### config.mk
export PLATFORM = sky130hd
export DESIGN_NAME = ara_cell
export DESIGN_NICKNAME = d
export VERILOG_FILES = /design/src/ara_pkg.sv /design/src/ara_cell.sv
export SDC_FILE = /design/constraint.sdc
export NUM_CORES = 1
export LEC_CHECK = 0
export BUFFER_PORTS_ARGS = -buffer_cell sky130_fd_sc_hd__buf_2
export CORE_MARGIN = 3
export CORE_UTILIZATION = 30
export CTS_CLUSTER_SIZE = 30
export DETAILED_ROUTE_END_ITERATION = 10
export PLACE_DENSITY = 0.48
export SYNTH_ARGS = -nofsm -noshare
export SYNTH_HDL_FRONTEND = slang
export SYNTH_SLANG_ARGS = --single-unit
### constraint.sdc
create_clock -name clk -period 9.5 [get_ports clk]
set_input_delay 1.9 -clock clk [delete_from_list [all_inputs] [get_ports clk]]
set_output_delay 1.9 -clock clk [all_outputs]
set_load 0.1 [all_outputs]
### src/ara_pkg.sv
package ara_pkg;

  // Fixed field widths of the request and result beats.
  localparam int ADDR_W = 47;
  localparam int LEN_W  = 47;
  localparam int PROT_W = 3;
  localparam int OPC_W  = 2;
  localparam int STAT_W = 2;
  localparam int BASE_W = 35;
  localparam int ATTR_W = 4;

  localparam logic [35:0] REGION_BASE_ADDR = 36'h700000000;

  localparam logic [OPC_W-1:0] OP_RESERVE = 2'd0;
  localparam logic [OPC_W-1:0] OP_MAP     = 2'd1;
  localparam logic [OPC_W-1:0] OP_UNMAP   = 2'd2;

  localparam logic [STAT_W-1:0] ST_OK      = 2'd0;
  localparam logic [STAT_W-1:0] ST_INVAL   = 2'd1;
  localparam logic [STAT_W-1:0] ST_FULL    = 2'd2;
  localparam logic [STAT_W-1:0] ST_NOSPACE = 2'd3;

  // Commands broadcast to every cell of the range chain.
  typedef logic [2:0] cmd_t;
  localparam cmd_t CMD_HOLD   = 3'd0;
  localparam cmd_t CMD_ROTATE = 3'd1;
  localparam cmd_t CMD_FLAGS  = 3'd2;
  localparam cmd_t CMD_TRIM   = 3'd3;
  localparam cmd_t CMD_REMOVE = 3'd4;
  localparam cmd_t CMD_SPLIT  = 3'd5;
  localparam cmd_t CMD_INSERT = 3'd6;

  // Per-cell status handed to the neighbors and to the sequencer.
  typedef struct packed {
    logic ge;   // entry sits at or after the insertion key (or is empty)
    logic cov;  // entry lies wholly inside the hole
    logic spl;  // entry straddles the hole on both sides
  } flags_t;

endpackage

### src/ara_cell.sv
module ara_cell #(
  parameter int W = 37
) (
  input  logic                      clk,
  input  ara_pkg::cmd_t             cmd,
  input  logic                      valid,
  input  logic [W-1:0]              h0,
  input  logic [W-1:0]              h1,
  input  logic [W-1:0]              new_start,
  input  logic [W-1:0]              new_pages,
  input  logic [ara_pkg::ATTR_W-1:0] new_attr,
  input  logic [W-1:0]              lft_start,
  input  logic [W-1:0]              lft_pages,
  input  logic [ara_pkg::ATTR_W-1:0] lft_attr,
  input  ara_pkg::flags_t           lft_flags,
  input  logic [W-1:0]              rgt_start,
  input  logic [W-1:0]              rgt_pages,
  input  logic [ara_pkg::ATTR_W-1:0] rgt_attr,
  input  ara_pkg::flags_t           rgt_flags,
  output logic [W-1:0]              start,
  output logic [W-1:0]              pages,
  output logic [ara_pkg::ATTR_W-1:0] attr,
  output ara_pkg::flags_t           flags
);

  logic         cov;
  logic         spl;
  logic [W-1:0] end_pg;
  logic [W-1:0] lft_end;
  logic [W-1:0] key;
  logic         keep;
  logic         cut_lo;
  logic         cut_hi;

  assign end_pg  = start + pages;
  assign lft_end = lft_start + lft_pages;
  assign key     = (cmd == ara_pkg::CMD_SPLIT) ? h1 : new_start;
  assign keep    = (end_pg <= h0) || (start >= h1);
  assign cut_lo  = start < h0;
  assign cut_hi  = end_pg > h1;

  assign flags.ge  = !valid || (start >= key);
  assign flags.cov = cov & valid;
  assign flags.spl = spl & valid;

  always_ff @(posedge clk) begin
    unique case (cmd)
      ara_pkg::CMD_ROTATE: begin
        start <= rgt_start;
        pages <= rgt_pages;
        attr  <= rgt_attr;
        cov   <= rgt_flags.cov;
        spl   <= rgt_flags.spl;
      end
      ara_pkg::CMD_FLAGS: begin
        cov <= valid && !keep && !cut_lo && !cut_hi;
        spl <= valid && !keep && cut_lo && cut_hi;
      end
      ara_pkg::CMD_TRIM: begin
        if (valid && !keep) begin
          if (cut_lo && !cut_hi) begin
            pages <= h0 - start;
          end else if (cut_hi && !cut_lo) begin
            start <= h1;
            pages <= end_pg - h1;
          end
        end
      end
      ara_pkg::CMD_REMOVE: begin
        // close up the first covered slot
        if (valid && start >= h0) begin
          start <= rgt_start;
          pages <= rgt_pages;
          attr  <= rgt_attr;
          cov   <= rgt_flags.cov;
          spl   <= rgt_flags.spl;
        end
      end
      ara_pkg::CMD_SPLIT, ara_pkg::CMD_INSERT: begin
        if (flags.ge) begin
          if (lft_flags.ge) begin
            start <= lft_start;
            pages <= lft_pages;
            attr  <= lft_attr;
            cov   <= lft_flags.cov;
            spl   <= lft_flags.spl;
          end else if (cmd == ara_pkg::CMD_SPLIT) begin
            // upper piece of the straddling neighbor
            start <= h1;
            pages <= lft_end - h1;
            attr  <= lft_attr;
            cov   <= 1'b0;
            spl   <= 1'b0;
          end else begin
            start <= new_start;
            pages <= new_pages;
            attr  <= new_attr;
            cov   <= 1'b0;
            spl   <= 1'b0;
          end
        end else if (cmd == ara_pkg::CMD_SPLIT && spl) begin
          pages <= h0 - start;
          spl   <= 1'b0;
        end
      end
      default: begin
      end
    endcase
  end

endmodule

## After elaboration in Yosys (flattened, before gate mapping)

Index checks and enable logic that the tools add are counted.

- Register bits: 80
- Latch bits: 0
- Bits in writable memories: 0
- Bits in read-only memories: 0
- Input port bits: 319
- Output and inout port bits: 81
- Word-level logic and storage cells: 86
- Memories kept: 0

- Add/subtract/negate cells: 5
- $mul: 0
- Div/mod/pow operators: 0
- $lt $le $gt $ge: 6
- Equal/unequal tests: 13
- Shifts and indexed selects: 0
- Muxes and demuxes: 31
- Bitwise gates (word level): 2
- Reductions and logical operators: 24

Operators by type and width:

| cell | count |
|---|---|
| two-way mux 37 bit | 15 |
| one-hot mux 37 bit (4 select lines) | 2 |
| >= comparator 37 bit | 3 |
| subtractor 37 bit | 3 |
| adder 37 bit | 2 |
| > comparator 37 bit | 1 |
| <= comparator 37 bit | 1 |
| < comparator 37 bit | 1 |
| two-way mux 4 bit | 4 |
| one-hot mux 4 bit (3 select lines) | 1 |
| != test 2 bit (second input constant) | 5 |
| equality test 3 bit (second input constant) | 3 |
| logical AND 1 bit | 9 |
| AND reduction 3 bit | 3 |
| one-hot mux 1 bit (4 select lines) | 2 |
| nonzero test 4 bit | 2 |
| two-way mux 1 bit | 7 |
| equality test 3 x 2 -> 1 bit (second input constant) | 2 |
| != test 3 bit (second input constant) | 2 |
| AND reduction 6 bit | 1 |
| AND reduction 5 bit | 1 |
| logical NOT 1 bit | 4 |
| equality test 3 x 1 -> 1 bit (second input constant) | 1 |
| nonzero test 3 bit | 1 |
| other kinds (3) | 5 |

## Longest topological paths before layout

Gate-level depths: netlist (run 1).

- Depth in word-level cells: 8
- Depth in mapped cells: 28
- Depth with buffers taken out: 27

## Least setup slack after synthesis (run 1)

Ideal clock, no wire load.

- Kind: register -> register
- Start: register start[0]
- End: register start[0], enable pin
- Data arrival time: 8.367 ns
- Data required time: 9.023 ns
- Setup slack: 0.656 ns
- Cell stages (with the launch flop): 27
- Buffers on the path: 3
- Period minus slack after synthesis: 8.844 ns
- Cells stage by stage: edfxtp_1 -> ha_1 -> fa_1 -> a211oi_1 -> o21ai_1 -> a31oi_1 -> o21ai_1 -> a31oi_1 -> a22oi_1 -> nand2_1 -> nand2b_1 -> a21oi_1 -> xnor2_1 -> ha_1 -> clkbuf_1 -> and4_1 -> and2_1 -> nand2_1 -> o31ai_1 -> a221oi_2 -> o21a_1 -> ha_1 -> clkbuf_1 -> clkbuf_1 -> o21ai_0 -> a21oi_1 -> nor3_1

- Word-level cells in the longest chain between the ends: 7
- Elaborated cells between the ends (all ways): 22
- Classes of those cells: 1 x add/sub; 6 x order compare; 5 x eq/ne; 10 x reduce/logical

Ends and longest elaborated chain:

| item | RTL line | text |
|---|---|---|
| start: declaration | ara_cell.sv:20 | `output logic [W-1:0] start,` |
| start signal: assignment | ara_cell.sv:49 | `start <= rgt_start;` |
| start signal: assignment | ara_cell.sv:72 | `start <= rgt_start;` |
| start signal: assignment | ara_cell.sv:82 | `start <= lft_start;` |
| adder 37 bit | ara_cell.sv:35 | `assign end_pg = start + pages;` |
| <= comparator 37 bit | ara_cell.sv:38 | `assign keep = (end_pg <= h0) \|\| (start >= h1);` |
| logical OR 1 bit | ara_cell.sv:38 |  |
| logical NOT 1 bit | ara_cell.sv:60 | `if (valid && !keep) begin` |
| logical AND 1 bit | ara_cell.sv:60 |  |
| != test 2 bit (no source line) | -- |  |
| AND reduction 6 bit (no source line) * | -- |  |

Every way passes the cells marked *; elsewhere a longest branch is shown, timed or not.
A chain may end at the register's enable or synchronous reset.

## Worst setup path after layout (run 1)

- Start: register start[0]
- End: register pages[14], data pin

- Word-level cells in the longest chain between the ends: 7
- Elaborated cells between the ends (all ways): 15
- Classes of those cells: 3 x add/sub; 3 x order compare; 6 x mux; 3 x reduce/logical

Ends and longest elaborated chain:

| item | RTL line | text |
|---|---|---|
| adder 37 bit | ara_cell.sv:35 |  |
| > comparator 37 bit | ara_cell.sv:40 | `assign cut_hi = end_pg > h1;` |
| logical NOT 1 bit | ara_cell.sv:61 | `if (cut_lo && !cut_hi) begin` |
| logical AND 1 bit | ara_cell.sv:61 |  |
| two-way mux 37 bit | ara_cell.sv:61 |  |
| two-way mux 37 bit | ara_cell.sv:60 |  |
| one-hot mux 37 bit (4 select lines) * | ara_cell.sv:47 | `unique case (cmd)` |
| end signal: assignment | ara_cell.sv:50 | `pages <= rgt_pages;` |
| end signal: assignment | ara_cell.sv:62 | `pages <= h0 - start;` |
| end signal: assignment | ara_cell.sv:65 | `pages <= end_pg - h1;` |
| end: declaration | ara_cell.sv:21 | `output logic [W-1:0] pages,` |

Every way passes the cells marked *; elsewhere a longest branch is shown, timed or not. The select of a mux whose other input is x is not followed.

==> metrics.txt, run 1 <==
result of the run=completed; final worst path period share=between 70% and 80%; critical path class=reg -> reg; critical path arrival=around 7.6 ns; TritonCTS clock tree=done; total congestion overflow=0; Initial Utilization=a little under a third; setup repair after global routing missed its margin=false; number of buffers inserted during clock tree synthesis=9; Post-synth EDFFs=80; startpoint type of the worst setup path=flop; maximum count of clock buffers along a single path=2; met3 capacity usage during global routing=between 2 and 2.5%; sequential-to-total area share from yosys stat=14.2%; internal power of the cells=2240 µW; cts hold-fix bufs=0; Synth Area per Inst=roughly 7.6 µm²; worst min-delay path class=reg -> reg; synthesized instance count=around 2,200; area added between synthesis and finish=18.5%; most common library cell in the layout ignoring fill and taps=sky130_fd_sc_hd__buf_2; vias in the first global route=about 18,000; GR Util All Layers=a little over a quarter; switching pwr=approximately 3100 µW; leakage power summed over all cells=around 0.010 µW; Iteration-0 DRC Markers=around 1,900; overall die height=between 200 and 250 µm; post-synthesis cell area=16,900 µm²; global-route wire length before repair=approximately 120,000 µm; number of iterations in the first detailed-routing pass=6; required time at the endpoint of the critical path=approximately 9.6 ns; final wirelength=80,500 µm; Cell Chain, Critical Path=ha_1, fa_1, a211oi_1, o21ai_1, a31oi_1, o21ai_1, a31oi_1, a22oi_1, xor2_1, ha_1, a21o_1, a21o_1, a2111oi_0, o41ai_1, o21ba_2, o31ai_1, buf_4, a221oi_2, o21a_1, ha_1, buf_4, mux2_2, a222oi_1, o21ai_0; routed wirelength normalized by instance count=~24 µm; Slew headroom=23.0%; count of final setup violators=0; Slew Limit Fails=0; site row count=86; number of sinks handled by clock tree synthesis=80; most instantiated flip-flop cell in the synthesis netlist=sky130_fd_sc_hd__edfxtp_1; post-CTS setup buffer count=0; number of gates given a new drive strength after cts=0; register share of total power=12.0%; share of post-route cells with drive strength above 1=~18%; Residual DRC=0; Multi-input gate area=approximately 13,000 µm²; relative contribution of combinational cells to total power=between 70% and 80%; H-Tree Level Count=3; proportion of power drawn by the clock network=around 8.1%; total of fill cells in the finished design=~6,000; Post-Route Setup TNS=0 ns; min Tclk post-route=7.48 ns; pin count of the biggest net entering global routing=78; power density relative to cell area=~270 nW/µm²; total count of hold-check failures in the final report=0; number of nets with antenna violations after detailed routing=0; GR peak layer=met2; detailed placement HPWL=about 69,000 µm; switching part of the total power=between 50 and 60%; placeable core region=55,400 µm²; YS warnings=0; crit path capture type=flop; Critical Path Max Stage Delay=0.50 ns; final setup skew=~0.014 ns; Overall Power=~5300 µW; Port Buffers=398; share of flip-flops with an asynchronous set or reset=0%; I/O Pins=400; most frequent cells in the layout=397 x sky130_fd_sc_hd__buf_2, 284 x sky130_fd_sc_hd__inv_1, 260 x sky130_fd_sc_hd__ha_1, 233 x sky130_fd_sc_hd__a21oi_1, 180 x sky130_fd_sc_hd__o21ai_0; clock latency on the worst-skew pair=around 0.38 ns; worst vdd ir=129 µV; vias per cell=about 5.5; die width=between 200 and 250 µm; number of storage elements in the synthesis netlist=80; worst-margin pin slew=1.15 ns; Routability Congestion=about 1; number of nets produced by synthesis=2,832; CP max stage cell=sky130_fd_sc_hd__edfxtp_1; maximum frequency from static timing analysis=about 130 MHz; met1 GRT Util=38.4%; post-CTS clock slew at the launch and capture registers of the worst setup and hold paths=0.07 ns; antenna violations before repair=10; Clock Tree Root=sky130_fd_sc_hd__clkbuf_16; met2 usage in global routing=about two fifths; max-cap viol count=0; Max Fanout on Critical Path=21; area taken by flip-flops and latches=approximately 2400 µm²; overall die area=59,200 µm²; dominant cell type by count on the critical path=sky130_fd_sc_hd__ha_1; Cell variety after synth=78; Layout Nets=around 3,200; via count=approximately 18,000
through the flow:
| stage | area [µm²] | setup slack, ns | util (%) | hold slack (ns) | std cells |
|---|---|---|---|---|---|
| global route | 20000 | 1.53 | 36.2 | 1.02 | 3317 |
| global placement | 19700 | 2.15 | 35.5 | 0.895 | 3294 |
| finish | 20000 | 2.02 | 36.2 | 0.922 | 3318 |
| CTS | 20000 | 2.04 | 36.1 | 0.904 | 3310 |
| floorplan | 16900 | 0.656 | - | 0.797 | 2214 |
| detailed placement | 19700 | 2.10 | 35.5 | 0.886 | 3294 |
kinds of logic after synthesis:
logic type	count (synthesis)	share of synthesized area, %
DFF	80	14.2
and+or+nand+nor	489	13.9
AOI/OAI and AO/OA	794	29.7
adders and majority gates	299	23.9
xor gates and xnor gates	134	6.94
muxes	52	3.09
buffers and inverters	366	8.33
cell usage after synthesis (4+ instances only):
library cell / count / area [µm²]
sky130_fd_sc_hd__a211o_1: 5 / 43.8
sky130_fd_sc_hd__a211oi_1: 23 / 173
sky130_fd_sc_hd__a21boi_0: 4 / 30.0
sky130_fd_sc_hd__a21o_1: 105 / 788
sky130_fd_sc_hd__a21oi_1: 233 / 1170
sky130_fd_sc_hd__a221oi_1: 13 / 114
sky130_fd_sc_hd__a222oi_1: 15 / 150
sky130_fd_sc_hd__a22oi_1: 55 / 413
sky130_fd_sc_hd__a311oi_1: 4 / 35.0
sky130_fd_sc_hd__a31o_2: 6 / 52.6
sky130_fd_sc_hd__a31oi_1: 23 / 144
sky130_fd_sc_hd__and2_1: 12 / 75.1
sky130_fd_sc_hd__and3_1: 22 / 138
sky130_fd_sc_hd__and4_1: 4 / 35.0
sky130_fd_sc_hd__buf_1: 6 / 22.5
sky130_fd_sc_hd__clkbuf_1: 68 / 255
sky130_fd_sc_hd__edfxtp_1: 80 / 2400
sky130_fd_sc_hd__fa_1: 39 / 781
sky130_fd_sc_hd__ha_1: 260 / 3250
sky130_fd_sc_hd__inv_1: 284 / 1070
sky130_fd_sc_hd__mux2i_1: 50 / 500
sky130_fd_sc_hd__nand2_1: 148 / 556
sky130_fd_sc_hd__nand2b_1: 21 / 131
sky130_fd_sc_hd__nand3_1: 39 / 195
sky130_fd_sc_hd__nand4_1: 42 / 263
sky130_fd_sc_hd__nor2_1: 125 / 469
sky130_fd_sc_hd__nor2b_1: 17 / 106
sky130_fd_sc_hd__nor3_1: 27 / 135
sky130_fd_sc_hd__nor4_1: 7 / 43.8
sky130_fd_sc_hd__o2111ai_1: 4 / 35.0
sky130_fd_sc_hd__o211ai_1: 28 / 210
sky130_fd_sc_hd__o21a_1: 22 / 165
sky130_fd_sc_hd__o21ai_0: 180 / 901
sky130_fd_sc_hd__o21ai_1: 11 / 55.1
sky130_fd_sc_hd__o21bai_1: 17 / 128
sky130_fd_sc_hd__o31ai_1: 7 / 52.6
sky130_fd_sc_hd__xnor2_1: 82 / 718
sky130_fd_sc_hd__xor2_1: 52 / 455
worst paths after layout:
| check | endpoint | slack, ns | startpoint | cells past startpoint |
|---|---|---|---|---|
| worst max-delay path | pages[14] | 2.02 | start[0] | 24 |
| worst min-delay path | spl | 0.92 | spl | 5 |
| worst max register to register | pages[14] | 2.02 | start[0] | 24 |
| worst min register to register | spl | 0.92 | spl | 5 |
power groups by stage:
stage	Sequential [µW]	Combinational [µW]	Clock (µW)
2_1_floorplan	1100	2570	0
3_3_place_gp	643	4150	0
3_5_place_dp	642	4180	0
4_1_cts	634	4200	433
5_1_grt	642	4630	449
6_report	638	4250	430
metal layers:
metal / vias to the layer above / part of all wire [%]
met5: - / 0.029
met4: 4 / 2.8
met3: 76 / 5.8
met2: 714 / 43
met1: 8742 / 48
li1: 8731 / -
worst max-delay path: cells and delay by family, from the launching register on:
kind            cells  cell delay (ns)
compound gates     16             3.88
fa+ha+maj           4             1.54
buf+inv             2             0.51
flops               1             0.50
xor+xnor            1             0.38
mux                 1             0.36
layout make-up:
type	count	area share (%)
multi-input cells	1768	65.6
flip-flops and latches	80	12.0
repair buffers	414	10.6
inverters	284	5.32
well taps	748	4.67
clock buffers	9	1.12
clock inverters	7	0.600
diodes	8	0.0999
sequential cells by signal (all words and copies together) (netlist names):
name   flops
start     37
attr       4
pages     37
spl        1
cov        1
Note: power is estimated with default switching activity, not from simulation.
==> run 2: changes to the inputs <==
clock period = 7 ns   (was 9.5 ns; I/O delays follow)
==> run 2 against run 1 <==
Sequential power grew 27%. Core utilization increased by 0.79 points. Critical path depth up 2. Critical path type unchanged. Cell area increased by 2.2%. Setup slack got worse by 1.7 ns. Die area is the same. Combinational power increased by 42%. Hold slack improved by 0.069 ns. Sequential share of layout area shrank 0.26 points. Largest cell class unchanged. Via count up 1.3%.
==> metrics.txt, run 2 (same netlist as run 1, synthesis figures left out) <==
hold_ws=0.991 ns (+0.0685 ns); global-route wire length before repair=117,000 µm (+1.6%); worst-margin pin slew=0.826 ns (-0.320 ns); most common library cell in the layout ignoring fill and taps=sky130_fd_sc_hd__buf_2; Slew headroom=44.9% (+22 points); total of fill cells in the finished design=5,949 (-0.27%); detailed placement HPWL=71,900 µm (+3.6%); delay-heaviest family, CP=compound AO/OA/AOI/OAI gates; leakage power summed over all cells=0.0104 µW (+2.3%); crit path capture type=flop; max-cap viol count=0 (unchanged); number of sinks handled by clock tree synthesis=80 (unchanged); Worst Setup Slack post-DPL=0.0918 ns (-2.01 ns); total count of hold-check failures in the final report=0 (unchanged); pin count of the biggest net entering global routing=66 (-15%); number of cells in the design after placement=3,339 (+1.4%); GR Util All Layers=26.9% (+0.69 points); Layout Nets=3,223 (+1.5%); worst min-delay path class=reg -> reg; via count=18,500 (+1.3%); Slew Limit Fails=0 (unchanged); CP max stage cell=sky130_fd_sc_hd__or4_1; Clock Tree Root=sky130_fd_sc_hd__clkbuf_16; final setup skew=0.0151 ns (+0.00136 ns); overall die height=243 µm (unchanged); area taken by flip-flops and latches=2400 µm² (unchanged); routed wirelength normalized by instance count=24.7 µm (+1.8%); Iteration-0 DRC Markers=1,876 (-0.48%); worst vdd ir=156 µV (+21%); placeable core region=55,400 µm² (unchanged); required time at the endpoint of the critical path=7.10 ns (-2.50 ns); vias per cell=5.50 (about the same); maximum count of clock buffers along a single path=2 (unchanged); relative contribution of combinational cells to total power=81.9% (+2.0 points); I/O Pins=400 (unchanged); min Tclk post-route=6.71 ns (-0.766 ns); final critical-path setup slack=0.288 ns (-1.73 ns); share of post-route cells with drive strength above 1=20.0% (+1.8 points); total congestion overflow=0 (unchanged); number of iterations in the first detailed-routing pass=7 (+1); Max Fanout on Critical Path=24 (+14%); Residual DRC=0 (unchanged); final core utilization=36.9% (+0.79 points); Port Buffers=398 (unchanged); startpoint type of the worst setup path=flop; maximum frequency from static timing analysis=149 MHz (+11%); proportion of power drawn by the clock network=7.0% (-1.1 points); post-CTS clock slew at the launch and capture registers of the worst setup and hold paths=0.07 ns (about the same); Multi-input gate area=13,200 µm² (+0.53%); final wirelength=83,100 µm (+3.3%); power density relative to cell area=359 nW/µm² (+35%); vias in the first global route=17,700 (-1.1%); count of final setup violators=0 (unchanged); Routability Congestion=0.996 (+2.5%); overall die area=59,200 µm² (unchanged); biggest regs=pages (37), start (37), attr (4); final worst path period share=95.9% (+17 points); area added between synthesis and finish=21.1%; non-filler instance count after layout=3,365 (+1.4%); antenna violations before repair=8 (-2); result of the run=completed; TritonCTS clock tree=done; Initial Utilization=30.5% (unchanged); internal power of the cells=3090 µW (+38%); most frequent cells in the layout=396 x sky130_fd_sc_hd__buf_2, 284 x sky130_fd_sc_hd__inv_1, 258 x sky130_fd_sc_hd__ha_1, 233 x sky130_fd_sc_hd__a21oi_1, 180 x sky130_fd_sc_hd__o21ai_0; critical path class=reg -> reg; H-Tree Level Count=3 (unchanged); setup repair after global routing missed its margin=false; register share of total power=11.0% (-1.0 points); switching part of the total power=57.9% (+0.067 points); number of buffers inserted during clock tree synthesis=9 (unchanged); switching pwr=4260 µW (+38%); Crit path buffers/inverters=2 (unchanged); clock latency on the worst-skew pair=0.39 ns (about the same); Post-Route Setup TNS=0 ns (unchanged); die width=243 µm (unchanged); critical path arrival=6.81 ns (-0.77 ns); site row count=86 (unchanged); number of nets with antenna violations after detailed routing=0 (unchanged); Critical Path Max Stage Delay=0.56 ns (+0.06 ns)
-- run 2: final cells by class --
| type | instances | share of cell area (%) |
|---|---|---|
| repair buffers | 461 | 12.4 |
| flip-flops and latches | 80 | 11.7 |
| clock inverters | 7 | 0.348 |
| multi-input cells | 1769 | 64.5 |
| well taps | 748 | 4.57 |
| inverters | 284 | 5.21 |
| clock buffers | 9 | 1.10 |
| diodes | 7 | 0.0856 |
-- run 2: worst reg2reg max path: stages (launching register included) --
cell and delay [ns]:
sky130_fd_sc_hd__edfxtp_1 0.44, sky130_fd_sc_hd__ha_2 0.22, sky130_fd_sc_hd__fa_1 0.44, sky130_fd_sc_hd__a211oi_2 0.25
sky130_fd_sc_hd__o21ai_1 0.13, sky130_fd_sc_hd__a31oi_2 0.28, sky130_fd_sc_hd__o21ai_1 0.14, sky130_fd_sc_hd__a31oi_2 0.26
sky130_fd_sc_hd__a21boi_0 0.13, sky130_fd_sc_hd__o21a_1 0.21, sky130_fd_sc_hd__a21oi_1 0.15, sky130_fd_sc_hd__nor2_1 0.05
sky130_fd_sc_hd__nor2_1 0.11, sky130_fd_sc_hd__xnor2_1 0.14, sky130_fd_sc_hd__ha_2 0.42, sky130_fd_sc_hd__and3_1 0.24
sky130_fd_sc_hd__nand4_1 0.21, sky130_fd_sc_hd__or4_1 0.56, sky130_fd_sc_hd__or4_1 0.47, sky130_fd_sc_hd__o21ai_0 0.13
sky130_fd_sc_hd__o21a_2 0.22, sky130_fd_sc_hd__ha_1 0.24, sky130_fd_sc_hd__buf_12 0.18, sky130_fd_sc_hd__nor3_2 0.06
sky130_fd_sc_hd__buf_4 0.23, sky130_fd_sc_hd__a222oi_1 0.37, sky130_fd_sc_hd__o31ai_1 0.15
-- run 2: power by group through the flow --
stage,clock (µW),sequential [µW],combinational [µW]
after detailed placement,0,818,5870
after global routing,547,818,6490
after global placement,0,819,5830
after CTS,530,808,5900
final,518,811,6030
after floorplan,0,1490,3510
-- run 2: stage by stage --
step | power (µW) | instance area [µm²]
after floorplan | 5000 | 17000
after global placement | 6650 | 20100
after detailed placement | 6690 | 20100
after CTS | 7240 | 20400
after global routing | 7860 | 20500
final | 7350 | 20500
-- run 2: repair_timing --
action	4_1_cts	5_1_grt
hold buffers	0	0
buffers inserted	0	2
endpoints found under the setup margin	0	84
resized for setup	0	7
-- run 2: layer usage --
metal	GRT usage (%)	vias up	share of wire, %
li1	-	8847	-
met1	39.4	8882	48
met2	41.5	709	43
met3	3.31	67	6.5
met4	6.94	4	2.0
met5	0	-	0.032
-- run 2: worst paths after layout --
kind | from | endpoint | slack (ns) | depth (start not counted)
setup / recovery | start[0] | pages[33] | 0.29 | 26
hold / removal | spl | spl | 0.99 | 5
setup reg to reg | start[0] | pages[33] | 0.29 | 26
hold reg to reg | spl | spl | 0.99 | 5
