--- config.mk ---
export PLATFORM = sky130hd
export DESIGN_NAME = ara_gap_scan
export DESIGN_NICKNAME = d
export VERILOG_FILES = /design/src/ara_gap_scan.sv
export SDC_FILE = /design/constraint.sdc
export NUM_CORES = 1
export LEC_CHECK = 0
export BUFFER_PORTS_ARGS = -buffer_cell sky130_fd_sc_hd__buf_2
export CAP_MARGIN = 20
export CELL_PAD_IN_SITES_DETAIL_PLACEMENT = 0
export CELL_PAD_IN_SITES_GLOBAL_PLACEMENT = 1
export CORE_MARGIN = 4
export CORE_UTILIZATION = 41
export CTS_CLUSTER_SIZE = 14
export DETAILED_ROUTE_END_ITERATION = 8
export GPL_ROUTABILITY_DRIVEN = 0
export HOLD_SLACK_MARGIN = 0.1
export PLACE_DENSITY_LB_ADDON = 0.1
export SYNTH_ARGS = -nofsm -noshare
export SYNTH_HDL_FRONTEND = slang
export SYNTH_SLANG_ARGS = --single-unit
--- constraint.sdc ---
create_clock -name clk -period 10.06 [get_ports clk]
set_clock_uncertainty 0.2 [all_clocks]
set_input_delay 1.006 -clock clk [delete_from_list [all_inputs] [get_ports clk]]
set_output_delay 1.006 -clock clk [all_outputs]
set_load 0.1 [all_outputs]
--- src/ara_gap_scan.sv ---
module ara_gap_scan #(
  parameter int W = 37
) (
  input  logic         clk,
  input  logic         load,
  input  logic [W-1:0] from,
  input  logic         step,
  input  logic [W-1:0] start,
  input  logic [W-1:0] pages,
  input  logic [W-1:0] n,
  output logic [W-1:0] cand
);

  logic         done;
  logic [W-1:0] reach;
  logic [W-1:0] end_pg;

  assign reach  = cand + n;
  assign end_pg = start + pages;

  always_ff @(posedge clk) begin
    if (load) begin
      cand <= from;
      done <= 1'b0;
    end else if (step && !done) begin
      if (start >= reach) begin
        done <= 1'b1;
      end else if (end_pg > cand) begin
        cand <= end_pg;
      end
    end
  end

endmodule

Yosys cells after proc, flatten, opt, wreduce, memory -nomap -nowiden. Cells that the tools add are included.

Logic and storage cells: 17. Output and inout bits: 37. Bits in registers: 38. Input port bits: 151.

Add/sub/neg operators: 2. Multiplexer cells: 4. Magnitude comparators: 2. Eq/ne operators: 1. Reductions and logical operators: 6.

Operators by type and width (number): $mux 37 (4); $add 37x37->37 (2); $ge 37x37->1 (1); $gt 37x37->1 (1); $reduce_bool 2->1 (2); $reduce_and 3->1 (1); $ne 2x2->1 const B (1); $reduce_and 2->1 (1); $logic_and 1x1->1 (1); $logic_not 1->1 (1).

Longest topological paths before layout. Gate-level depths: netlist (run 1).

Depth after elaboration: 6. Depth in mapped cells: 19. Gate-level depth less buffers: 19.

Least setup slack after synthesis (run 1). OpenSTA, ideal clock, no wires.

Path type: input to register. From: in start[0]. To: reg cand[0], enable pin. Cell stages on the path: 19. Data required time: 9372 ps. Library setup time: 488 ps. Setup slack: 1933 ps. Arrival time: 7439 ps. Path through: ha_1 fa_1 a211oi_1 o21bai_1 a2111oi_4 o31ai_4 a311o_4 a31o_1 a21oi_1 xnor2_1 ha_1 and4_1 nand2_1 or3_1 nor2_1 nand3_1 nor2_1 nor3_1 a211oi_1.

Word-level cells in the longest chain between the ends: 4. Elaborated cells between the ends (all ways): 6. Classes of those cells: 1 x add/sub; 2 x order compare; 1 x eq/ne; 2 x reduce/logical.

Ends and longest elaborated chain: start, declared (line 8) `input logic [W-1:0] start,`; $add 37x37->37 (line 19) `assign end_pg = start + pages;`; $gt 37x37->1 (line 28) `end else if (end_pg > cand) begin`; $reduce_bool 2->1 (no line); $reduce_and 3->1 (no line) (*); end signal, assigned (line 23) `cand <= from;`; end signal, assigned (line 29) `cand <= end_pg;`; end, declared (line 11) `output logic [W-1:0] cand`.

Every way passes the cells marked *; elsewhere a longest branch is shown, timed or not. A chain may end at the register's enable or synchronous reset.

Final worst setup path (run 1).
From: in start[2]. To: reg cand[9], enable pin.

Same word-level chain as after synthesis.

==> results of run 1 <==
-- path summary, 6_finish.rpt --
check             startpoint       to  slack [ns]  cells after the start
hold / removal          done     done        0.28                      1
hold reg to reg         done     done        0.28                      1
setup / recovery    start[2]  cand[9]        3.21                     20
setup reg to reg     cand[0]  cand[9]        4.18                     20
-- final cells by class --
| cell class | count | share of cell area (%) |
|---|---|---|
| Tap cell | 229 | 3.256 |
| Clock inverter | 3 | 0.1848 |
| Multi-Input combinational cell | 815 | 68.90 |
| Clock buffer | 5 | 1.422 |
| Sequential cell | 38 | 12.85 |
| Timing Repair Buffer | 191 | 11.03 |
| Inverter | 55 | 2.346 |
-- cell usage after synthesis (5+ instances only) --
library cell	n
sky130_fd_sc_hd__a21o_1	71
sky130_fd_sc_hd__o31ai_1	5
sky130_fd_sc_hd__nand4_1	27
sky130_fd_sc_hd__ha_1	146
sky130_fd_sc_hd__nor2_1	41
sky130_fd_sc_hd__nand2_1	94
sky130_fd_sc_hd__nor2b_1	11
sky130_fd_sc_hd__a31oi_1	6
sky130_fd_sc_hd__nor3_1	13
sky130_fd_sc_hd__o211ai_1	11
sky130_fd_sc_hd__nand3_1	21
sky130_fd_sc_hd__and4_1	10
sky130_fd_sc_hd__o21a_1	16
sky130_fd_sc_hd__inv_1	54
sky130_fd_sc_hd__xor2_1	29
sky130_fd_sc_hd__xnor2_1	36
sky130_fd_sc_hd__and2_1	6
sky130_fd_sc_hd__nand2b_1	10
sky130_fd_sc_hd__a221oi_1	5
sky130_fd_sc_hd__and3_1	8
sky130_fd_sc_hd__a21oi_1	96
sky130_fd_sc_hd__edfxtp_1	37
sky130_fd_sc_hd__o21bai_1	14
sky130_fd_sc_hd__a211oi_1	12
sky130_fd_sc_hd__clkbuf_1	29
sky130_fd_sc_hd__o21ai_0	60
sky130_fd_sc_hd__mux2_2	20
-- critical path, cell delays in order --
cell	delay (ns)
sky130_fd_sc_hd__buf_2	0.11
sky130_fd_sc_hd__ha_1	0.36
sky130_fd_sc_hd__o21ai_0	0.13
sky130_fd_sc_hd__o21ai_0	0.45
sky130_fd_sc_hd__a21oi_1	0.27
sky130_fd_sc_hd__o31ai_1	0.76
sky130_fd_sc_hd__a21oi_1	0.26
sky130_fd_sc_hd__or4_1	0.48
sky130_fd_sc_hd__a21oi_1	0.19
sky130_fd_sc_hd__nor2_1	0.08
sky130_fd_sc_hd__ha_1	0.26
sky130_fd_sc_hd__and4_1	0.19
sky130_fd_sc_hd__nand2_1	0.08
sky130_fd_sc_hd__or3_1	0.39
sky130_fd_sc_hd__nor2_1	0.16
sky130_fd_sc_hd__nand3_1	0.11
sky130_fd_sc_hd__nor2_1	0.13
sky130_fd_sc_hd__nor3_1	0.09
sky130_fd_sc_hd__a211oi_4	0.55
sky130_fd_sc_hd__buf_4	0.49
-- per-layer routing --
| metal | routed length [um] | global-route usage, % | part of all wire (%) | vias to the layer above |
|---|---|---|---|---|
| met5 | 0 | 0 | 0 | - |
| met4 | 402 | 4.906 | 1.6 | 0 |
| met3 | 1854 | 3.261 | 7.3 | 21 |
| met2 | 11100 | 38.08 | 44 | 253 |
| met1 | 11920 | 34.29 | 47 | 3507 |
| li1 | - | - | - | 3853 |
-- cells in the final DEF (no fill, tap or decap), drive strengths merged, types with 11 or more instances in the layout --
master	netlist	routed
buf	2	190
ha	146	146
a21oi	98	98
nand2	94	94
a21o	71	71
o21ai	60	60
inv	54	54
nor2	41	41
edfxtp	37	37
xnor2	36	36
xor2	29	29
nand4	27	27
nand3	21	21
mux2	20	20
o21a	16	16
o21bai	14	14
nor3	13	13
a211oi	12	12
o211ai	11	11
nor2b	11	11
-- cells by family after synthesis --
kind of cell | count (synthesis) | synth area share, %
XOR/XNOR | 65 | 7.578
buffers and inverters | 86 | 4.397
AO/OA/AOI/OAI | 328 | 28.60
adder cells (fa/ha/maj) | 148 | 24.85
flip-flops | 38 | 15.06
AND/OR/NAND/NOR | 254 | 16.52
multiplexers | 20 | 2.998
-- through the flow --
stage	total power (W)	area, um2	util, %	setup slack, ns	std cells
2_1_floorplan	0.002026	7512	-	1.933	939
3_3_place_gp	0.002518	8646	48.13	3.117	1327
3_5_place_dp	0.002511	8646	48.13	2.939	1327
4_1_cts	0.002683	8787	48.92	3.231	1335
5_1_grt	0.002931	8800	48.99	2.855	1336
6_report	0.002689	8800	48.99	3.213	1336
-- flip-flops by register name, summed over array words and instances, names as in the netlist --
register	flops
done	1
cand	37
-- power by group through the flow --
stage	Combinational [W]	Clock [W]	Sequential, W
after floorplan	0.00116	0	0.000861
after global placement	0.00214	0	0.000373
after detailed placement	0.00214	0	0.000370
after CTS	0.00215	0.000162	0.000367
after global routing	0.00238	0.000170	0.000377
final	0.00216	0.000164	0.000368
==> impl_metrics.prom, run 1 <==
# TYPE chip_impl_metric gauge
chip_impl_info{name="run_status",value="complete, no violations"} 1
chip_impl_metric{name="part_of_the_total_power_dissipated_in_sequential_elements",unit="%"} 13.7
chip_impl_info{name="synth.top_cells.by_area",value="sky130_fd_sc_hd__ha_1 (24%), sky130_fd_sc_hd__edfxtp_1 (15%), sky130_fd_sc_hd__a21o_1 (7.1%), sky130_fd_sc_hd__a21oi_1 (6.4%), sky130_fd_sc_hd__nand2_1 (4.7%)"} 1
chip_impl_metric{name="internal_power_component",unit="W"} 0.001081
chip_impl_metric{name="yosys.cell_types.count",unit=""} 60
chip_impl_metric{name="post_synthesis_to_final_layout_area_growth",unit="%"} 17.14
chip_impl_metric{name="tritoncts.num_buffers",unit=""} 5
chip_impl_metric{name="finalWirelength",unit="um"} 25280
chip_impl_metric{name="worst_setup_hold_path_clk_slew",unit="ns"} 0.06
chip_impl_info{name="grt_setup_unrepaired",value="no"} 1
chip_impl_metric{name="cap_violations",unit=""} 0
chip_impl_metric{name="final_max_slew_viol_count",unit=""} 0
chip_impl_metric{name="power_switching_share",unit="%"} 59.80
chip_impl_info{name="timing.setup.critical_path_class",value="input pin to flip-flop"} 1
chip_impl_metric{name="synth_nets",unit=""} 1238
chip_impl_metric{name="firstDrtPassIters",unit=""} 5
chip_impl_info{name="endpoint_kind",value="flip-flop"} 1
chip_impl_metric{name="via_per_inst",unit=""} 5.714
chip_impl_metric{name="sequential_area",unit="mm2"} 0.001131
chip_impl_info{name="post-synth-top-area-cell",value="sky130_fd_sc_hd__ha_1"} 1
chip_impl_metric{name="maximum_number_of_pins_on_one_net_before_global_route_repair",unit=""} 34
chip_impl_metric{name="finalCriticalPeriod",unit="ns"} 6.847
chip_impl_metric{name="clock_path_buffers",unit=""} 2
chip_impl_metric{name="worst_ir_drop_vdd",unit="mV"} 0.1823
chip_impl_metric{name="design.portCount",unit=""} 188
chip_impl_metric{name="async_reset_ff_share",unit="%"} 0
chip_impl_metric{name="multi_input_gate_area_in_the_final_layout",unit="mm2"} 0.006063
chip_impl_metric{name="seq_area_frac_synth",unit="%"} 15.06
chip_impl_metric{name="max-slew-margin-rel",unit="%"} 44.91
chip_impl_metric{name="route.detailed.wl_per_inst",unit="um"} 18.93
chip_impl_metric{name="cts_htree_levels",unit=""} 2
chip_impl_metric{name="final_nets",unit=""} 1405
chip_impl_metric{name="pwr-share-clk",unit="%"} 6.1
chip_impl_metric{name="max_slew.worst_pin.slew",unit="ns"} 0.8194
chip_impl_metric{name="postCtsSetupRepairBufs",unit=""} 0
chip_impl_info{name="hold_crit_class",value="flip-flop to flip-flop"} 1
chip_impl_metric{name="post_cts_hold_buffer_count",unit=""} 0
chip_impl_metric{name="grt_pass1_vias",unit=""} 7297
chip_impl_metric{name="synthesized_netlist_cell_count",unit=""} 939
chip_impl_metric{name="chipWidth",unit="um"} 143.4
chip_impl_metric{name="final-setup-viol-count",unit=""} 0
chip_impl_info{name="ys.flop_type",value="sky130_fd_sc_hd__edfxtp_1"} 1
chip_impl_metric{name="global_route_wire_length_before_repair",unit="um"} 38420
chip_impl_metric{name="synth_largest_type_area_fraction",unit="%"} 24.32
chip_impl_info{name="cts.root.buffer_cell",value="sky130_fd_sc_hd__clkbuf_16"} 1
chip_impl_metric{name="initial_core_util",unit="%"} 41.82
chip_impl_metric{name="grt_antenna_before_repair",unit=""} 0
chip_impl_metric{name="p_comb_share",unit="%"} 80.2
chip_impl_metric{name="clock_insertion_delay_worst_skew",unit="ns"} 0.29
chip_impl_metric{name="fraction_of_final_layout_cells_with_drive_strength_greater_than_1",unit="%"} 20.78
chip_impl_metric{name="ys_seq_elements",unit=""} 38
chip_impl_metric{name="die_area",unit="mm2"} 0.02055
chip_impl_metric{name="antenna-diode-count",unit=""} 0
chip_impl_metric{name="remaining_drc_errors",unit=""} 0
chip_impl_metric{name="global_route_usage_over_all_layers",unit="%"} 23.77
chip_impl_metric{name="max_freq",unit="MHz"} 146.1
chip_impl_metric{name="place.port_buffers",unit=""} 187
chip_impl_metric{name="hold_ws",unit="ns"} 0.2755
chip_impl_metric{name="cp_data_arrival_time",unit="ns"} 6.60
chip_impl_metric{name="synth_edf_count",unit=""} 37
chip_impl_metric{name="critical_path_required",unit="ns"} 9.81
chip_impl_metric{name="number_of_hold_slack_violations_in_the_final_timing_report",unit=""} 0
chip_impl_metric{name="cts_resized",unit=""} 0
chip_impl_metric{name="tns",unit="ns"} 0
chip_impl_metric{name="overall_die_height",unit="um"} 143.4
chip_impl_info{name="worst_setup_path_start_kind",value="input pin"} 1
chip_impl_metric{name="detailroute.via_count",unit=""} 7634
chip_impl_metric{name="static-leakage-power",unit="nW"} 4.480
chip_impl_metric{name="dr.first_iter.drc_count",unit=""} 403
chip_impl_metric{name="synth.cell_area",unit="mm2"} 0.007512
chip_impl_metric{name="final.fill_count",unit=""} 1850
chip_impl_metric{name="power-per-cell-area",unit="mW/mm2"} 305.6
chip_impl_metric{name="timing.critical_path.fanout_max",unit=""} 28
chip_impl_info{name="cts_tree",value="yes"} 1
chip_impl_metric{name="syn-mean-instance-area",unit="um2"} 8.000
chip_impl_metric{name="core.rowCount",unit=""} 49
chip_impl_metric{name="yosysWarningCount",unit=""} 0
chip_impl_metric{name="cts.sinks",unit=""} 38
chip_impl_metric{name="antenna_left",unit=""} 0
chip_impl_metric{name="dp_hpwl",unit="um"} 21620
chip_impl_metric{name="net-switching-power",unit="W"} 0.001608
chip_impl_metric{name="fp.coreArea",unit="mm2"} 0.01796
chip_impl_metric{name="total_congestion_overflow",unit=""} 0
chip_impl_metric{name="min_period_over_period",unit="%"} 68.06
Power figures use the tool's default switching activity.
==> run 2: changes to the inputs <==
--- a/config.mk
+++ b/config.mk
@@ -10,7 +10,7 @@
 export CELL_PAD_IN_SITES_DETAIL_PLACEMENT = 0
 export CELL_PAD_IN_SITES_GLOBAL_PLACEMENT = 1
 export CORE_MARGIN = 4
-export CORE_UTILIZATION = 41
+export CORE_UTILIZATION = 37
 export CTS_CLUSTER_SIZE = 14
 export DETAILED_ROUTE_END_ITERATION = 8
 export GPL_ROUTABILITY_DRIVEN = 0
==> constraint.sdc (replaced) <==
create_clock -name clk -period 6.2 [get_ports clk]
set_clock_uncertainty 0.2 [all_clocks]
set_input_delay 0.62 -clock clk [delete_from_list [all_inputs] [get_ports clk]]
set_output_delay 0.62 -clock clk [all_outputs]
set_load 0.1 [all_outputs]
==> impl_metrics.prom, run 2 (synthesis results as in run 1) <==
# TYPE chip_impl_metric gauge
chip_impl_metric{name="design.portCount",unit=""} 188
chip_impl_metric{name="post_cts_hold_buffer_count",unit=""} 0
chip_impl_metric{name="tns",unit="ns"} 0
chip_impl_info{name="cts.root.buffer_cell",value="sky130_fd_sc_hd__clkbuf_16"} 1
chip_impl_metric{name="core.rowCount",unit=""} 51
chip_impl_info{name="mostFrequentLayoutCell",value="sky130_fd_sc_hd__buf_2"} 1
chip_impl_info{name="hold_crit_class",value="flip-flop to flip-flop"} 1
chip_impl_metric{name="cts_resized",unit=""} 0
chip_impl_metric{name="max_slew.worst_pin.slew",unit="ns"} 0.6945
chip_impl_metric{name="dpl_cell_area",unit="mm2"} 0.008763
chip_impl_metric{name="post_synthesis_to_final_layout_area_growth",unit="%"} 19.24
chip_impl_metric{name="remaining_drc_errors",unit=""} 0
chip_impl_metric{name="maximum_number_of_pins_on_one_net_before_global_route_repair",unit=""} 34
chip_impl_metric{name="grt_antenna_before_repair",unit=""} 0
chip_impl_info{name="reg_top3",value="cand: 37 flops, done: 1 flops"} 1
chip_impl_metric{name="antenna-diode-count",unit=""} 0
chip_impl_info{name="worst_setup_path_start_kind",value="input pin"} 1
chip_impl_metric{name="dr.first_iter.drc_count",unit=""} 289
chip_impl_metric{name="part_of_the_total_power_dissipated_in_sequential_elements",unit="%"} 13.1
chip_impl_info{name="reg_to_reg_startpoint",value="cand[2]"} 1
chip_impl_metric{name="final_max_slew_viol_count",unit=""} 0
chip_impl_metric{name="pwr-share-clk",unit="%"} 7.8
chip_impl_metric{name="final.fill_count",unit=""} 2045
chip_impl_metric{name="internal_power_component",unit="W"} 0.001874
chip_impl_metric{name="multi_input_gate_area_in_the_final_layout",unit="mm2"} 0.006063
chip_impl_metric{name="clock_insertion_delay_worst_skew",unit="ns"} 0.29
chip_impl_metric{name="cap_violations",unit=""} 0
chip_impl_metric{name="cts.sinks",unit=""} 38
chip_impl_metric{name="die_area",unit="mm2"} 0.02265
chip_impl_metric{name="total_congestion_overflow",unit=""} 0
chip_impl_metric{name="via_per_inst",unit=""} 5.550
chip_impl_info{name="cts_tree",value="yes"} 1
chip_impl_metric{name="postCtsSetupRepairBufs",unit=""} 0
chip_impl_metric{name="tritoncts.num_buffers",unit=""} 5
chip_impl_metric{name="sequential_area",unit="mm2"} 0.001131
chip_impl_metric{name="overall_die_height",unit="um"} 150.5
chip_impl_metric{name="net-switching-power",unit="W"} 0.002620
chip_impl_metric{name="finalCriticalPeriod",unit="ns"} 5.730
chip_impl_metric{name="final_nets",unit=""} 1412
chip_impl_info{name="run_status",value="complete, no violations"} 1
chip_impl_info{name="grt_setup_unrepaired",value="no"} 1
chip_impl_metric{name="cp_data_arrival_time",unit="ns"} 5.52
chip_impl_metric{name="initial_core_util",unit="%"} 38.10
chip_impl_metric{name="finalWirelength",unit="um"} 25970
chip_impl_metric{name="fraction_of_final_layout_cells_with_drive_strength_greater_than_1",unit="%"} 21.45
chip_impl_metric{name="largest_register_ffs",unit=""} 37
chip_impl_info{name="endpoint_kind",value="flip-flop"} 1
chip_impl_metric{name="grt_pass1_vias",unit=""} 7387
chip_impl_metric{name="static-leakage-power",unit="nW"} 4.528
chip_impl_metric{name="place.port_buffers",unit=""} 187
chip_impl_metric{name="global_route_wire_length_before_repair",unit="um"} 39390
chip_impl_metric{name="worst_setup_hold_path_clk_slew",unit="ns"} 0.06
chip_impl_metric{name="cts_htree_levels",unit=""} 2
chip_impl_metric{name="max_freq",unit="MHz"} 174.5
chip_impl_metric{name="power-per-cell-area",unit="mW/mm2"} 501.8
chip_impl_metric{name="worst_ir_drop_vdd",unit="mV"} 0.1927
chip_impl_metric{name="p_comb_share",unit="%"} 79.1
chip_impl_info{name="hold_path.startpoint",value="done"} 1
chip_impl_metric{name="final_core_utilization",unit="%"} 45.43
chip_impl_info{name="timing.setup.critical_path_class",value="input pin to flip-flop"} 1
chip_impl_metric{name="antenna_left",unit=""} 0
chip_impl_info{name="mostFrequentLayoutCells",value="sky130_fd_sc_hd__buf_2 (187), sky130_fd_sc_hd__ha_1 (146), sky130_fd_sc_hd__a21oi_1 (96), sky130_fd_sc_hd__nand2_1 (94), sky130_fd_sc_hd__a21o_1 (71)"} 1
chip_impl_metric{name="route.detailed.wl_per_inst",unit="um"} 18.84
chip_impl_metric{name="power_switching_share",unit="%"} 58.30
chip_impl_metric{name="clock_path_buffers",unit=""} 2
chip_impl_metric{name="dp_hpwl",unit="um"} 22280
chip_impl_metric{name="max-slew-margin-rel",unit="%"} 53.70
chip_impl_info{name="worstSetupStartpoint",value="start[0]"} 1
chip_impl_metric{name="design_area",unit="mm2"} 0.008957
chip_impl_metric{name="firstDrtPassIters",unit=""} 5
chip_impl_metric{name="chipWidth",unit="um"} 150.5
chip_impl_metric{name="fp.coreArea",unit="mm2"} 0.01972
chip_impl_metric{name="min_period_over_period",unit="%"} 92.42
chip_impl_info{name="registers.top_by_ff_count",value="cand"} 1
chip_impl_metric{name="critical_path_required",unit="ns"} 5.99
chip_impl_metric{name="final-setup-viol-count",unit=""} 0
chip_impl_metric{name="global_route_usage_over_all_layers",unit="%"} 22.36
chip_impl_metric{name="detailroute.via_count",unit=""} 7654
chip_impl_metric{name="number_of_hold_slack_violations_in_the_final_timing_report",unit=""} 0
chip_impl_metric{name="timing.critical_path.fanout_max",unit=""} 28
run 2: final cells by class:
| class | instances | area share, % |
|---|---|---|
| Clock buffer | 5 | 1.397 |
| Multi-Input combinational cell | 815 | 67.69 |
| Tap cell | 265 | 3.702 |
| Timing Repair Buffer | 198 | 11.51 |
| Inverter | 55 | 2.305 |
| Clock inverter | 3 | 0.7683 |
| Sequential cell | 38 | 12.63 |
run 2: path summary, 6_finish.rpt:
check             endpoint  slack (ns)  cells after the start
setup / recovery  cand[16]        0.47                     21
hold / removal        done        0.27                      1
setup reg to reg  cand[16]        0.92                     18
hold reg to reg       done        0.27                      1
run 2: per-layer routing:
| layer | up-vias | track usage (%) | wire length (um) |
|---|---|---|---|
| met1 | 3555 | 32.65 | 12590 |
| met3 | 17 | 2.107 | 1468 |
| met4 | 0 | 4.575 | 372 |
| li1 | 3861 | - | - |
| met2 | 221 | 35.90 | 11540 |
| met5 | - | 0 | 0 |
run 2: critical path: stages:
cell and delay, ns:
sky130_fd_sc_hd__buf_2 0.11, sky130_fd_sc_hd__ha_1 0.23, sky130_fd_sc_hd__fa_1 0.43, sky130_fd_sc_hd__a211oi_1 0.23, sky130_fd_sc_hd__o21bai_1 0.22, sky130_fd_sc_hd__a2111oi_4 0.55
sky130_fd_sc_hd__o31ai_4 0.16, sky130_fd_sc_hd__a311o_4 0.42, sky130_fd_sc_hd__a31o_1 0.26, sky130_fd_sc_hd__a21oi_1 0.19, sky130_fd_sc_hd__xnor2_1 0.08, sky130_fd_sc_hd__ha_1 0.30
sky130_fd_sc_hd__and4_1 0.22, sky130_fd_sc_hd__nand2_1 0.08, sky130_fd_sc_hd__or3_1 0.39, sky130_fd_sc_hd__nor2_1 0.17, sky130_fd_sc_hd__nand3_1 0.11, sky130_fd_sc_hd__nor2_1 0.11
sky130_fd_sc_hd__nor3_1 0.08, sky130_fd_sc_hd__a211oi_4 0.29, sky130_fd_sc_hd__buf_12 0.24
run 2: per-stage QoR:
step,cells,total power (W),worst slack (ns),hold slack (ns)
global placement,1371,0.004130,0.2467,0.2526
global route,1379,0.004874,0.09474,0.3110
CTS,1379,0.004500,0.4413,0.2741
detailed placement,1371,0.004127,0.1467,0.2605
finish,1379,0.004495,0.4697,0.2697
floorplan,939,0.003287,0.1712,0.2411
run 2: power groups by stage:
| stage | clock [W] | sequential [W] | combinational (W) |
|---|---|---|---|
| after floorplan | 0 | 0.00139 | 0.00190 |
| after global placement | 0 | 0.000598 | 0.00353 |
| after global routing | 0.000366 | 0.000606 | 0.00390 |
| after detailed placement | 0 | 0.000596 | 0.00353 |
| final | 0.000349 | 0.000589 | 0.00356 |
| after CTS | 0.000356 | 0.000591 | 0.00355 |
==> run 3: changes to the inputs <==
--- a/config.mk
+++ b/config.mk
@@ -16,6 +16,7 @@
 export GPL_ROUTABILITY_DRIVEN = 0
 export HOLD_SLACK_MARGIN = 0.1
 export PLACE_DENSITY_LB_ADDON = 0.1
+export RECOVER_POWER = 50
 export SYNTH_ARGS = -nofsm -noshare
 export SYNTH_HDL_FRONTEND = slang
 export SYNTH_SLANG_ARGS = --single-unit
==> constraint.sdc (replaced) <==
create_clock -name clk -period 6.2 [get_ports clk]
set_clock_uncertainty 0.2 [all_clocks]
set_input_delay 0.62 -clock clk [delete_from_list [all_inputs] [get_ports clk]]
set_output_delay 0.62 -clock clk [all_outputs]
set_load 0.02 [all_outputs]
==> impl_metrics.prom, run 3 (synthesis results as in run 1) <==
# TYPE chip_impl_metric gauge
chip_impl_info{name="run_status",value="finished, violations left"} 1
chip_impl_info{name="failed_checks",value="max-capacitance violations, max-slew violations"} 1
chip_impl_metric{name="min_period_over_period",unit="%"} 92.57
chip_impl_info{name="critical_path.slowest_cell",value="sky130_fd_sc_hd__a2111oi_4"} 1
chip_impl_metric{name="grt_pass1_vias",unit=""} 7387
chip_impl_metric{name="fraction_of_final_layout_cells_with_drive_strength_greater_than_1",unit="%"} 17.95
chip_impl_metric{name="fp.coreArea",unit="mm2"} 0.01972
chip_impl_metric{name="dr.first_iter.drc_count",unit=""} 288
chip_impl_metric{name="max_slew.worst_pin.slew",unit="ns"} 1.962
chip_impl_metric{name="r2r_setup_slack",unit="ns"} 0.94
chip_impl_metric{name="static-leakage-power",unit="nW"} 4.418
chip_impl_metric{name="cts_resized",unit=""} 0
chip_impl_metric{name="finalCriticalPeriod",unit="ns"} 5.739
chip_impl_metric{name="power-per-cell-area",unit="mW/mm2"} 424.4
chip_impl_info{name="critical_path.endpoint",value="cand[16]"} 1
chip_impl_metric{name="post_synthesis_to_final_layout_area_growth",unit="%"} 18.55
chip_impl_info{name="cell_by_cell_listing_of_the_critical_path",value="buf_2 > ha_1 > fa_1 > a211oi_1 > o21bai_1 > a2111oi_4 > o31ai_4 > a311o_4 > a31o_1 > a21oi_1 > xnor2_1 > ha_1 > and4_1 > nand2_1 > or3_1 > nor2_1 > nand3_1 > nor2_1 > nor3_1 > a211oi_4 > buf_12"} 1
chip_impl_metric{name="dp.cells",unit=""} 1371
chip_impl_metric{name="timing.critical_path.fanout_max",unit=""} 28
chip_impl_info{name="endpoint_kind",value="flip-flop"} 1
chip_impl_metric{name="worst-path-stages",unit=""} 21
chip_impl_metric{name="antenna-diode-count",unit=""} 0
chip_impl_metric{name="total_congestion_overflow",unit=""} 0
chip_impl_info{name="worst_setup_path_start_kind",value="input pin"} 1
chip_impl_metric{name="global_route_usage_over_all_layers",unit="%"} 22.36
chip_impl_info{name="r2r-end",value="cand[16]"} 1
chip_impl_metric{name="number_of_hold_slack_violations_in_the_final_timing_report",unit=""} 0
chip_impl_metric{name="route.detailed.wl_per_inst",unit="um"} 18.85
chip_impl_metric{name="chipWidth",unit="um"} 150.5
chip_impl_info{name="registers.top_by_ff_count",value="cand"} 1
chip_impl_metric{name="antenna_left",unit=""} 0
chip_impl_metric{name="cap_violations",unit=""} 2
chip_impl_metric{name="worst_r2r_path_depth",unit=""} 18
chip_impl_info{name="mostFrequentLayoutCells",value="sky130_fd_sc_hd__buf_2 (149), sky130_fd_sc_hd__ha_1 (146), sky130_fd_sc_hd__a21oi_1 (96), sky130_fd_sc_hd__nand2_1 (94), sky130_fd_sc_hd__a21o_1 (71)"} 1
chip_impl_metric{name="final_max_slew_viol_count",unit=""} 61
chip_impl_metric{name="final-setup-viol-count",unit=""} 0
chip_impl_metric{name="maximum_number_of_pins_on_one_net_before_global_route_repair",unit=""} 34
chip_impl_metric{name="clock_insertion_delay_worst_skew",unit="ns"} 0.29
chip_impl_metric{name="initial_core_util",unit="%"} 38.10
chip_impl_info{name="timing.setup.critical_path_class",value="input pin to flip-flop"} 1
chip_impl_metric{name="fin_cells",unit=""} 1379
chip_impl_metric{name="grt_antenna_before_repair",unit=""} 0
chip_impl_info{name="grt_setup_unrepaired",value="no"} 1
chip_impl_metric{name="place.port_buffers",unit=""} 187
chip_impl_metric{name="cp_data_arrival_time",unit="ns"} 5.53
chip_impl_metric{name="hold_ws",unit="ns"} 0.2697
chip_impl_metric{name="tritoncts.num_buffers",unit=""} 5
chip_impl_info{name="hold_crit_class",value="flip-flop to flip-flop"} 1
chip_impl_metric{name="cts_htree_levels",unit=""} 2
chip_impl_metric{name="cts.sinks",unit=""} 38
chip_impl_info{name="cts.root.buffer_cell",value="sky130_fd_sc_hd__clkbuf_16"} 1
chip_impl_metric{name="design_power_total",unit="W"} 0.003780
chip_impl_metric{name="core.rowCount",unit=""} 51
chip_impl_metric{name="overall_die_height",unit="um"} 150.5
chip_impl_metric{name="post_cts_hold_buffer_count",unit=""} 0
chip_impl_metric{name="worst_ir_drop_vdd",unit="mV"} 0.1923
chip_impl_metric{name="die_area",unit="mm2"} 0.02265
chip_impl_metric{name="tns",unit="ns"} 0
chip_impl_info{name="critical-path-top-delay-family",value="compound AO/OA/AOI/OAI gates"} 1
chip_impl_metric{name="global_route_wire_length_before_repair",unit="um"} 39390
chip_impl_metric{name="worst_setup_hold_path_clk_slew",unit="ns"} 0.06
chip_impl_info{name="reg_top3",value="cand: 37 flops, done: 1 flops"} 1
chip_impl_metric{name="via_per_inst",unit=""} 5.563
chip_impl_metric{name="max_freq",unit="MHz"} 174.2
chip_impl_metric{name="remaining_drc_errors",unit=""} 0
chip_impl_info{name="reg_to_reg_startpoint",value="cand[2]"} 1
chip_impl_metric{name="largest_register_ffs",unit=""} 37
chip_impl_metric{name="critical_path_required",unit="ns"} 5.99
chip_impl_info{name="cts_tree",value="yes"} 1
chip_impl_metric{name="finalWirelength",unit="um"} 26000
chip_impl_metric{name="dp_hpwl",unit="um"} 22280
chip_impl_metric{name="critical_path.n_buffers_inverters",unit=""} 2
chip_impl_info{name="worstSetupStartpoint",value="start[0]"} 1
chip_impl_metric{name="detailroute.via_count",unit=""} 7671
chip_impl_metric{name="design.portCount",unit=""} 188
chip_impl_metric{name="firstDrtPassIters",unit=""} 5
chip_impl_metric{name="max-slew-margin-rel",unit="%"} -30.83
chip_impl_metric{name="clock_path_buffers",unit=""} 2
chip_impl_metric{name="postCtsSetupRepairBufs",unit=""} 0
chip_impl_metric{name="final_nets",unit=""} 1412
chip_impl_info{name="mostFrequentLayoutCell",value="sky130_fd_sc_hd__buf_2"} 1
chip_impl_metric{name="crit_path_max_incr_delay",unit="ns"} 0.55
## run 3: metrics by stage
step	utilization, %	area, um2	setup WS, ns
after floorplan	-	7525	0.1712
after global placement	44.44	8763	0.2467
after detailed placement	44.44	8763	0.1467
after CTS	45.43	8957	0.4413
after global routing	45.17	8906	0.09468
final	45.17	8906	0.4608
## run 3: worst reg2reg max path: stages (launching register included)
cell and delay, ns:
sky130_fd_sc_hd__edfxtp_1 0.42, sky130_fd_sc_hd__ha_1 0.36, sky130_fd_sc_hd__o21ai_0 0.14, sky130_fd_sc_hd__o21ai_0 0.38, sky130_fd_sc_hd__nand4_1 0.29, sky130_fd_sc_hd__a21boi_0 0.43
sky130_fd_sc_hd__o21ai_0 0.28, sky130_fd_sc_hd__nor2_1 0.15, sky130_fd_sc_hd__nor2_1 0.06, sky130_fd_sc_hd__xor2_1 0.15, sky130_fd_sc_hd__ha_1 0.31, sky130_fd_sc_hd__nand4_1 0.22
sky130_fd_sc_hd__nor4_1 0.58, sky130_fd_sc_hd__a41oi_1 0.21, sky130_fd_sc_hd__nand2_1 0.11, sky130_fd_sc_hd__nor3_1 0.05, sky130_fd_sc_hd__a21oi_1 0.38, sky130_fd_sc_hd__a211oi_4 0.10
sky130_fd_sc_hd__buf_12 0.19
## run 3: power by group
part	switching, W	internal, W
Clock	0.000119	0.000232
Combinational	0.00168	0.00115
Sequential	0.000133	0.000462
Total	0.00193	0.00185
## run 3: layer usage
layer | global-route usage, % | share of wire (%) | up-vias
li1 | - | - | 3859
met1 | 32.65 | 49 | 3597
met2 | 35.90 | 44 | 198
met3 | 2.107 | 5.1 | 17
met4 | 4.575 | 1.4 | 0
met5 | 0 | 0 | -
## run 3: worst min-delay path by stage
stage	cells after the start	startpoint	to	slack [ns]
final	1	done	done	0.27
after global routing	1	done	done	0.31
after CTS	1	done	done	0.27
after detailed placement	1	done	done	0.26
after global placement	1	done	done	0.25
after floorplan	1	done	done	0.24
## run 3: layout make-up
| class | count | area (um2) |
|---|---|---|
| Clock inverter | 3 | 68.82 |
| Clock buffer | 5 | 125.1 |
| Fill cell | 2062 | 10810 |
| Inverter | 55 | 206.4 |
| Sequential cell | 38 | 1131 |
| Tap cell | 265 | 331.6 |
| Multi-Input combinational cell | 815 | 6063 |
| Timing Repair Buffer | 198 | 979.7 |
